==> config.mk <==
export PLATFORM = sky130hd
export DESIGN_NAME = node_lock_handoff_arbiter_unit
export DESIGN_NICKNAME = d
export VERILOG_FILES = /design/src/rtl/core/nlha_pkg.sv /design/src/rtl/core/nlha_wait_ram.sv /design/src/rtl/core/nlha_pick.sv /design/src/rtl/core/node_lock_handoff_arbiter_unit.sv
export VERILOG_INCLUDE_DIRS = /design/src /design/src/rtl/core
export SDC_FILE = /design/constraint.sdc
export NUM_CORES = 2
export LEC_CHECK = 0
export BUFFER_PORTS_ARGS = -buffer_cell sky130_fd_sc_hd__buf_4
export CAP_MARGIN = 25
export CORE_MARGIN = 5
export CORE_UTILIZATION = 49
export CTS_CLUSTER_SIZE = 28
export DETAILED_ROUTE_END_ITERATION = 10
export PLACE_DENSITY_LB_ADDON = 0.05
export SLEW_MARGIN = 20
export SYNTH_ARGS = -nofsm -noshare
export SYNTH_HDL_FRONTEND = slang
export SYNTH_HIERARCHICAL = 1
export SYNTH_SLANG_ARGS = --single-unit
==> constraint.sdc <==
create_clock -name aclk -period 14.3 [get_ports aclk]
set_input_delay 1.43 -clock aclk [delete_from_list [all_inputs] [get_ports aclk]]
set_output_delay 1.43 -clock aclk [all_outputs]
set_load 0.005 [all_outputs]
==> src/rtl/core/node_lock_handoff_arbiter_unit_macros.svh <==
// Assertion macros for the node lock hand-off arbiter.
// Used by the top level; expects aclk and aresetn in scope.
`ifndef NODE_LOCK_HANDOFF_ARBITER_UNIT_MACROS_SVH
`define NODE_LOCK_HANDOFF_ARBITER_UNIT_MACROS_SVH

// Consequent must hold in the same cycle as the antecedent.
`define NLHA_ASSERT_NOW(label, ante, cons, msg) \
    label: assert property (@(posedge aclk) disable iff (!aresetn) \
        (ante) |-> (cons)) else $error(msg);

// Consequent must hold in the cycle after the antecedent.
`define NLHA_ASSERT_NEXT(label, ante, cons, msg) \
    label: assert property (@(posedge aclk) disable iff (!aresetn) \
        (ante) |=> (cons)) else $error(msg);

`endif

==> src/rtl/core/nlha_pkg.sv <==
// Shared types and constants for the node lock hand-off arbiter.
// No dependencies; used by nlha_pick and the top level.
package nlha_pkg;

    localparam int REQUESTERS = 32;
    localparam int NODES      = 128;
    localparam int STAMP_W    = 48;
    localparam int WEIGHT_W   = 16;

    // Field widths of the word on each channel.
    localparam int REQ_W  = 5;
    localparam int NODE_W = 7;
    localparam int KEY_W  = (STAMP_W > WEIGHT_W) ? STAMP_W : WEIGHT_W;

    typedef enum logic [1:0] {
        OUT_GRANTED = 2'd0,
        OUT_QUEUED  = 2'd1,
        OUT_HANDED  = 2'd2,
        OUT_FREED   = 2'd3
    } outcome_t;

    typedef enum logic [1:0] {
        ST_IDLE,
        ST_ACQ,
        ST_SCAN,
        ST_REL_FIN
    } state_t;

    typedef struct packed {
        logic [NODE_W-1:0]   node;
        logic [STAMP_W-1:0]  stamp;
        logic [WEIGHT_W-1:0] weight;
    } wait_entry_t;

    localparam int ENTRY_W = $bits(wait_entry_t);

    // One scanned table entry, presented to the picker.
    typedef struct packed {
        logic             valid;
        logic             match;
        logic [REQ_W-1:0] idx;
        logic [KEY_W-1:0] key;
    } cand_t;

    // Running result of the picker.
    typedef struct packed {
        logic             found;
        logic [REQ_W-1:0] idx;
    } pick_status_t;

endpackage

==> src/rtl/core/nlha_wait_ram.sv <==
// Single-port-write, single-port-read RAM with registered read data.
// Holds the waiting table; no package dependencies.
module nlha_wait_ram #(
    parameter int DEPTH = 32,
    parameter int WIDTH = 8
) (
    input  logic                                   aclk,
    input  logic                                   we,
    input  logic [((DEPTH > 1) ? $clog2(DEPTH) : 1)-1:0] waddr,
    input  logic [WIDTH-1:0]                       wdata,
    input  logic                                   re,
    input  logic [((DEPTH > 1) ? $clog2(DEPTH) : 1)-1:0] raddr,
    output logic [WIDTH-1:0]                       rdata
);

    logic [WIDTH-1:0] mem [DEPTH];
    logic [WIDTH-1:0] rdata_reg;

    always_ff @(posedge aclk) begin
        if (we) begin
            mem[waddr] <= wdata;
        end
        if (re) begin
            rdata_reg <= mem[raddr];
        end
    end

    assign rdata = rdata_reg;

endmodule

==> src/rtl/core/nlha_pick.sv <==
// Running minimum over the scanned waiting entries for one release.
// Depends on nlha_pkg for the candidate and status structs.
module nlha_pick (
    input  logic                  aclk,
    input  logic                  aresetn,
    input  logic                  clear,
    input  nlha_pkg::cand_t       cand,
    output nlha_pkg::pick_status_t status
);

    logic                       found_reg, found_next;
    logic [nlha_pkg::REQ_W-1:0] idx_reg, idx_next;
    logic [nlha_pkg::KEY_W-1:0] best_reg, best_next;
    logic                       take;

    // Strict less-than keeps the lowest index on a tie, since the scan runs upward.
    assign take = cand.valid && cand.match && (!found_reg || (cand.key < best_reg));

    always_comb begin
        found_next = found_reg;
        idx_next   = idx_reg;
        best_next  = best_reg;
        if (clear) begin
            found_next = 1'b0;
            idx_next   = '0;
        end else if (take) begin
            found_next = 1'b1;
            idx_next   = cand.idx;
            best_next  = cand.key;
        end
    end

    always_ff @(posedge aclk) begin
        if (!aresetn) begin
            found_reg <= 1'b0;
            idx_reg   <= '0;
        end else begin
            found_reg <= found_next;
            idx_reg   <= idx_next;
        end
        best_reg <= best_next;
    end

    assign status.found = found_reg;
    assign status.idx   = idx_reg;

endmodule

==> src/rtl/core/node_lock_handoff_arbiter_unit.sv <==
// Lock hand-off arbiter top level: control FSM, occupancy and waiting flags.
// Depends on nlha_pkg, nlha_wait_ram, nlha_pick and the assertion macro header.
//
// Usage: each word on the s_ channel is an acquire or a release of a node by a
// requester; each one yields exactly one word on the m_ channel (outcome and,
// for a hand-off, the requester that now holds the node).
// An acquire goes from acceptance through the acquire state to the result
// register. A release walks the waiting-table RAM one entry per cycle: one
// read per requester, then the read-data register, the picker register and
// the commit. A release of a node out of range skips the walk. Only one word
// is in flight; s_ready is high while the block is idle, so a new word can
// be taken in the cycle after the commit.
// The result sits in an output register; a new word is accepted while it waits,
// but the commit of that next word holds until m_ready frees the register.
// Reset (aresetn low, synchronous) frees all nodes, clears all waiting flags
// and sets the policy to first come first served. The waiting-table RAM is
// not cleared; its entries only count where the waiting flag is set.
// cfg_wr_data selects the policy (0 earliest stamp, 1 smallest weight); the user
// must write it only while the block is idle. The block itself does not enforce this.
`include "node_lock_handoff_arbiter_unit_macros.svh"

module node_lock_handoff_arbiter_unit (
    input  logic                          aclk,
    input  logic                          aresetn,
    input  logic                          cfg_wr_en,
    input  logic                          cfg_wr_data,
    input  logic                          s_valid,
    output logic                          s_ready,
    input  logic                          s_req_type,
    input  logic [nlha_pkg::REQ_W-1:0]    s_requester,
    input  logic [nlha_pkg::NODE_W-1:0]   s_node_index,
    input  logic [nlha_pkg::STAMP_W-1:0]  s_arrival_stamp,
    input  logic [nlha_pkg::WEIGHT_W-1:0] s_job_weight,
    output logic                          m_valid,
    input  logic                          m_ready,
    output logic [1:0]                    m_outcome,
    output logic [nlha_pkg::REQ_W-1:0]    m_handed_to
);

    nlha_pkg::state_t state_reg, state_next;

    logic                          policy_mode_reg;
    logic [nlha_pkg::NODES-1:0]    node_busy_reg;
    logic [nlha_pkg::REQUESTERS-1:0] is_waiting_reg;

    // Captured word.
    logic                          req_type_reg;
    logic [nlha_pkg::REQ_W-1:0]    requester_reg;
    logic [nlha_pkg::NODE_W-1:0]   node_reg;
    logic [nlha_pkg::STAMP_W-1:0]  stamp_reg;
    logic [nlha_pkg::WEIGHT_W-1:0] weight_reg;
    logic                          busy_hit_reg;

    logic [nlha_pkg::REQ_W:0]      scan_cnt_reg, scan_cnt_next;
    logic                          rd_valid_reg;
    logic [nlha_pkg::REQ_W-1:0]    rd_idx_reg;

    logic                          m_valid_reg;
    nlha_pkg::outcome_t            m_outcome_reg;
    logic [nlha_pkg::REQ_W-1:0]    m_handed_to_reg;

    logic                          in_accept;
    logic                          out_free;
    logic                          node_ok;
    logic                          req_ok;
    logic                          scan_issue;
    logic                          pick_clear;
    logic                          ram_we;
    logic                          out_load;
    nlha_pkg::outcome_t            out_outcome;
    logic [nlha_pkg::REQ_W-1:0]    out_handed;
    logic                          busy_wr;
    logic                          busy_val;
    logic                          wait_wr;
    logic                          wait_val;
    logic [nlha_pkg::REQ_W-1:0]    wait_idx;

    nlha_pkg::wait_entry_t         ram_wdata;
    nlha_pkg::wait_entry_t         ram_rdata;
    nlha_pkg::cand_t               cand;
    nlha_pkg::pick_status_t        pick;

    assign s_ready    = (state_reg == nlha_pkg::ST_IDLE);
    assign in_accept  = s_valid && s_ready;
    assign out_free   = !m_valid_reg || m_ready;
    assign node_ok    = (int'(node_reg) < nlha_pkg::NODES);
    assign req_ok     = (int'(requester_reg) < nlha_pkg::REQUESTERS);
    assign scan_issue = (state_reg == nlha_pkg::ST_SCAN) &&
                        (int'(scan_cnt_reg) < nlha_pkg::REQUESTERS);

    assign ram_wdata.node   = node_reg;
    assign ram_wdata.stamp  = stamp_reg;
    assign ram_wdata.weight = weight_reg;

    nlha_wait_ram #(
        .DEPTH (nlha_pkg::REQUESTERS),
        .WIDTH (nlha_pkg::ENTRY_W)
    ) u_wait_ram (
        .aclk  (aclk),
        .we    (ram_we),
        .waddr (requester_reg),
        .wdata (ram_wdata),
        .re    (scan_issue),
        .raddr (scan_cnt_reg[nlha_pkg::REQ_W-1:0]),
        .rdata (ram_rdata)
    );

    // The entry read last cycle meets its waiting flag and the policy key here.
    assign cand.valid = rd_valid_reg;
    assign cand.match = is_waiting_reg[rd_idx_reg] && (ram_rdata.node == node_reg);
    assign cand.idx   = rd_idx_reg;
    assign cand.key   = policy_mode_reg ? nlha_pkg::KEY_W'(ram_rdata.weight)
                                        : nlha_pkg::KEY_W'(ram_rdata.stamp);

    nlha_pick u_pick (
        .aclk    (aclk),
        .aresetn (aresetn),
        .clear   (pick_clear),
        .cand    (cand),
        .status  (pick)
    );

    always_comb begin
        state_next    = state_reg;
        scan_cnt_next = scan_cnt_reg;
        pick_clear    = 1'b0;
        ram_we        = 1'b0;
        out_load      = 1'b0;
        out_outcome   = nlha_pkg::OUT_QUEUED;
        out_handed    = '0;
        busy_wr       = 1'b0;
        busy_val      = 1'b0;
        wait_wr       = 1'b0;
        wait_val      = 1'b0;
        wait_idx      = requester_reg;
        unique case (state_reg)
            nlha_pkg::ST_IDLE: begin
                if (s_valid) begin
                    if (!s_req_type) begin
                        state_next = nlha_pkg::ST_ACQ;
                    end else if (int'(s_node_index) < nlha_pkg::NODES) begin
                        state_next    = nlha_pkg::ST_SCAN;
                        scan_cnt_next = '0;
                        pick_clear    = 1'b1;
                    end else begin
                        state_next = nlha_pkg::ST_REL_FIN;
                    end
                end
            end
            nlha_pkg::ST_ACQ: begin
                if (out_free) begin
                    out_load   = 1'b1;
                    state_next = nlha_pkg::ST_IDLE;
                    if (!node_ok) begin
                        out_outcome = nlha_pkg::OUT_QUEUED;
                    end else if (!busy_hit_reg) begin
                        out_outcome = nlha_pkg::OUT_GRANTED;
                        busy_wr     = 1'b1;
                        busy_val    = 1'b1;
                        wait_wr     = req_ok;
                    end else begin
                        out_outcome = nlha_pkg::OUT_QUEUED;
                        wait_wr     = req_ok;
                        wait_val    = 1'b1;
                        ram_we      = req_ok;
                    end
                end
            end
            nlha_pkg::ST_SCAN: begin
                if (scan_issue) begin
                    scan_cnt_next = scan_cnt_reg + {{nlha_pkg::REQ_W{1'b0}}, 1'b1};
                end else if (!rd_valid_reg) begin
                    state_next = nlha_pkg::ST_REL_FIN;
                end
            end
            nlha_pkg::ST_REL_FIN: begin
                if (out_free) begin
                    out_load   = 1'b1;
                    state_next = nlha_pkg::ST_IDLE;
                    if (!node_ok) begin
                        out_outcome = nlha_pkg::OUT_FREED;
                    end else if (pick.found) begin
                        out_outcome = nlha_pkg::OUT_HANDED;
                        out_handed  = pick.idx;
                        busy_wr     = 1'b1;
                        busy_val    = 1'b1;
                        wait_wr     = 1'b1;
                        wait_idx    = pick.idx;
                    end else begin
                        out_outcome = nlha_pkg::OUT_FREED;
                        busy_wr     = 1'b1;
                    end
                end
            end
            default: begin
                state_next = nlha_pkg::ST_IDLE;
            end
        endcase
    end

    always_ff @(posedge aclk) begin
        if (!aresetn) begin
            state_reg       <= nlha_pkg::ST_IDLE;
            policy_mode_reg <= 1'b0;
            node_busy_reg   <= '0;
            is_waiting_reg  <= '0;
            scan_cnt_reg    <= '0;
            rd_valid_reg    <= 1'b0;
            m_valid_reg     <= 1'b0;
        end else begin
            state_reg    <= state_next;
            scan_cnt_reg <= scan_cnt_next;
            rd_valid_reg <= scan_issue;
            if (cfg_wr_en) begin
                policy_mode_reg <= cfg_wr_data;
            end
            if (busy_wr) begin
                node_busy_reg[node_reg] <= busy_val;
            end
            if (wait_wr) begin
                is_waiting_reg[wait_idx] <= wait_val;
            end
            if (out_load) begin
                m_valid_reg <= 1'b1;
            end else if (m_ready) begin
                m_valid_reg <= 1'b0;
            end
        end
    end

    always_ff @(posedge aclk) begin
        if (in_accept) begin
            req_type_reg  <= s_req_type;
            requester_reg <= s_requester;
            node_reg      <= s_node_index;
            stamp_reg     <= s_arrival_stamp;
            weight_reg    <= s_job_weight;
            // The occupancy map only changes at a commit, which never shares an
            // edge with an acceptance, so this bit stays current for the word.
            busy_hit_reg  <= node_busy_reg[s_node_index];
        end
        rd_idx_reg <= scan_cnt_reg[nlha_pkg::REQ_W-1:0];
        if (out_load) begin
            m_outcome_reg   <= out_outcome;
            m_handed_to_reg <= out_handed;
        end
    end

    assign m_valid     = m_valid_reg;
    assign m_outcome   = m_outcome_reg;
    assign m_handed_to = m_handed_to_reg;

    // The table is never written while the walk reads it.
    `NLHA_ASSERT_NOW(a_no_write_during_scan, state_reg == nlha_pkg::ST_SCAN, !ram_we, "waiting table written during release scan")
    // A new result never overwrites one the receiver has not taken.
    `NLHA_ASSERT_NOW(a_no_result_overwrite, out_load, !m_valid_reg || m_ready, "result register overwritten")
    // After a hand-off the node is held and the chosen waiter no longer waits.
    `NLHA_ASSERT_NEXT(a_handoff_commit, out_load && (out_outcome == nlha_pkg::OUT_HANDED), node_busy_reg[node_reg] && !is_waiting_reg[m_handed_to_reg], "hand-off not committed")
    // The acquire path is only entered for an acquire word, and only left by way of the result register.
    `NLHA_ASSERT_NEXT(a_acq_kind, state_reg == nlha_pkg::ST_ACQ, !req_type_reg, "acquire path entered for a release word")

endmodule
==> results.md <==
* Worst Path Max Fanout at 33
* Total number of vias at 54.0k
* Layout cells sized above 1 at 18.6%
* Status: complete, no violations
* Worst path required time at 14.83 ns
* Final HPWL DP at 161 mm
* WP data arrival at 5.54 ns
* TritonCTS Buffers at 294
* Die height at 470 um
* Synth Area per Inst at 19.1 sq um
* Switching Share at 21.2%
* Vias in the first global route at 53.1k
* Post-synth top area share at 71.8%
* Min Clock Period, post-route at 5.00 ns
* Starting density of the core at 49.3%
* Finished Cell Area at 117000 sq um
* FF-to-FF path depth at 9
* Seq/Total Area, Yosys at 75.3%
* Slew HR at 26.3%
* DR WL/cell at 32.6 um
* Cell Rows at 168
* Residual DRC at 0
* Commonest non-fill, non-tap cell in the layout: edfxtp_1
* Nets at 5771
* Bufs and invs on worst path at 5
* Synthesized area at 103000 sq um
* Unrepaired setup endpoints after global routing: no
* Largest net degree at the start of global routing at 116
* Clock Latency Late Sink at 0.93 ns
* Setup bufs post-CTS at 0
* Final TNS setup at 0 ns
* Detailed Route Iter0 Violations at 5908
* Clock transition at path regs at 0.06 ns
* Hold Buf Count CTS at 0
* Synthesized Nets at 5538
* CP Launch Type: input pin
* DRT Pass-1 Iters at 6
* TritonCTS clock tree: built
* Area Overhead vs Synth at 13.2%
* # resized after CTS at 0
* Dominant cell type by area after synthesis: edfxtp_1
* Net Sw Power at 0.00350 W
* Crit-path max cell delay at 0.86 ns
* Initial antenna violation count at 13
* Flops & latches, synth at 2657
* Port bufs at 91
* WS Path Type: input pin to register
* Post-synth EDFFs at 2475
* Die X at 470 um
* First-pass GRT wire length at 402 mm
* Cell count after synthesis at 5407
* FMAX at 200 MHz
* Distinct cells, synth at 68
* RePlAce Congestion at 0.792
* Final setup fails at 0
* Total Routing Usage GR at 25.2%
* CTS root buf: clkbuf_16
* Max Transition Viols Final at 0
* Predominant post-synthesis flop cell: edfxtp_1
* Yosys Warn Count at 6
* Logic pwr share at 4.6%
* Final ANT Viol Nets at 0
* I/O pin count at 92
* Commonest non-fill, non-tap cells in the layout: edfxtp_1, mux2i_1, a22oi_1
* Routed WL at 282 mm
* Async SR Flop Fraction at 0%
* H-tree Lvls at 5
* Critical path's top delay family: simple AND/OR/NAND/NOR gates
* Int Power at 0.0130 W
* Die area at 220000 sq um
* Total placed cells including tap cells at 8129
* DP Area at 108000 sq um
* Clk pwr share at 42.9%
* Slowest CP cell: nor2_4
* Non-Filler Instances at 8657
* Hold Crit Depth at 2
* Top post-synthesis cells by area: edfxtp_1, mux4_2, mux2i_1, dfxtp_1, a22oi_1
* Peak VDD IR at 0.145 mV
* Worst path cell trace: buf_4 -> and2b_4 -> nor3_1 -> nand2_1 -> buf_4 -> inv_1 -> nand3b_1 -> nor2_4 -> buf_4 -> buf_4
* Number of flip-flops under the largest register name at 2272
* Most frequent CP cell: buf_4
* Tcrit/Tclk final at 35.0%
* Hold Vio Cnt, Final at 0
* Flop pwr share at 52.4%
* Clock Path Buffers at 4
* Core ar. at 210000 sq um
* Levels on crit path at 10
* Worst-margin pin slew at 1.10 ns
* CP Capture Type: register
* # Max-Cap Violations at 0
* Final Skew at 0.0546 ns
* Leak at 36.1 nW
* PD cells at 141 nW/um^2
* CTS sink cnt at 2657
* Worst hold path type: register to register
* Vias per cell at 6.23
* Total gr overflow at 0
==> cell families after synthesis <==
family	count (synthesis)	synth area share, %
AO/OA/AOI/OAI	830	6.32
XOR/XNOR	12	0.102
adder cells (fa/ha/maj)	48	0.580
buffers and inverters	410	1.86
flip-flops	2657	75.3
multiplexers	923	13.0
AND/OR/NAND/NOR	527	2.80
==> routing by layer <==
layer  up-vias  routed length (um)  global-route usage [%]
met1     28700              125000                    38.0
met3       398               20600                    4.52
met2      1985              130000                    38.8
met5         -                  80                       0
li1      22800                   -                       -
met4        12                6100                    5.47
==> cells in the mapped netlist, drive strengths merged, types with 16 or more instances <==
cell type and n:
o211a 16, mux2 17, mux2i 571, a22o 45
inv 57, edfxtp 2475, ha 48, a31oi 43
a21oi 26, a21boi 36, nor3 28, o31ai 32
buf 171, nand2 68, or4 32, dfxtp 182
nand3 154, nor2b 65, nand4 42, a22oi 356
nor2 66, mux4 335, o21bai 113, clkbuf 181
o311a 113
==> tightest hold or removal path: cells and delay by family (launching register included) <==
kind / cells / cell delay [ns]
mux: 1 / 0.05
simple gates: 1 / 0.05
flops: 1 / 0.31
==> path summary, 6_finish.rpt <==
kind | start | slack [ns] | end
setup / recovery | m_ready | 9.30 | u_wait_ram/mem[1][68]
hold / removal | u_pick/idx_reg[1] | 0.46 | u_pick/idx_reg[1]
setup reg to reg | state_reg[0] | 9.39 | u_wait_ram/mem[1][68]
hold reg to reg | u_pick/idx_reg[1] | 0.46 | u_pick/idx_reg[1]
==> per-stage QoR <==
stage          setup WS (ns)  total power, W  utilization, %  hold slack (ns)
3_5_place_dp            8.34         0.00958            51.5            0.450
4_1_cts                 9.31          0.0166            55.7            0.458
6_report                9.30          0.0165            55.8            0.456
5_1_grt                 9.24          0.0170            55.8            0.479
3_3_place_gp            8.32         0.00956            51.3            0.449
2_1_floorplan           5.63         0.00926               -            0.373
==> layout make-up <==
cell class                      count  area, sq um
Clock buffer                      378         7840
Sequential cell                  2657        78000
Fill cell                       16100        92600
Inverter                           58          223
Tap cell                         2805         3510
Multi-Input combinational cell   2340        24000
Antenna cell                        7         17.5
Clock inverter                    123          997
Timing Repair Buffer              289         2630
==> power by group through the flow <==
| stage | Sequential, W | Combinational (W) | Clock, W |
|---|---|---|---|
| final | 0.00865 | 0.000767 | 0.00709 |
| after global routing | 0.00865 | 0.000817 | 0.00755 |
| after CTS | 0.00867 | 0.000740 | 0.00722 |
| after detailed placement | 0.00884 | 0.000738 | 0 |
| after global placement | 0.00885 | 0.000702 | 0 |
| after floorplan | 0.00883 | 0.000438 | 0 |
Note: power is estimated with default switching activity, not from simulation.
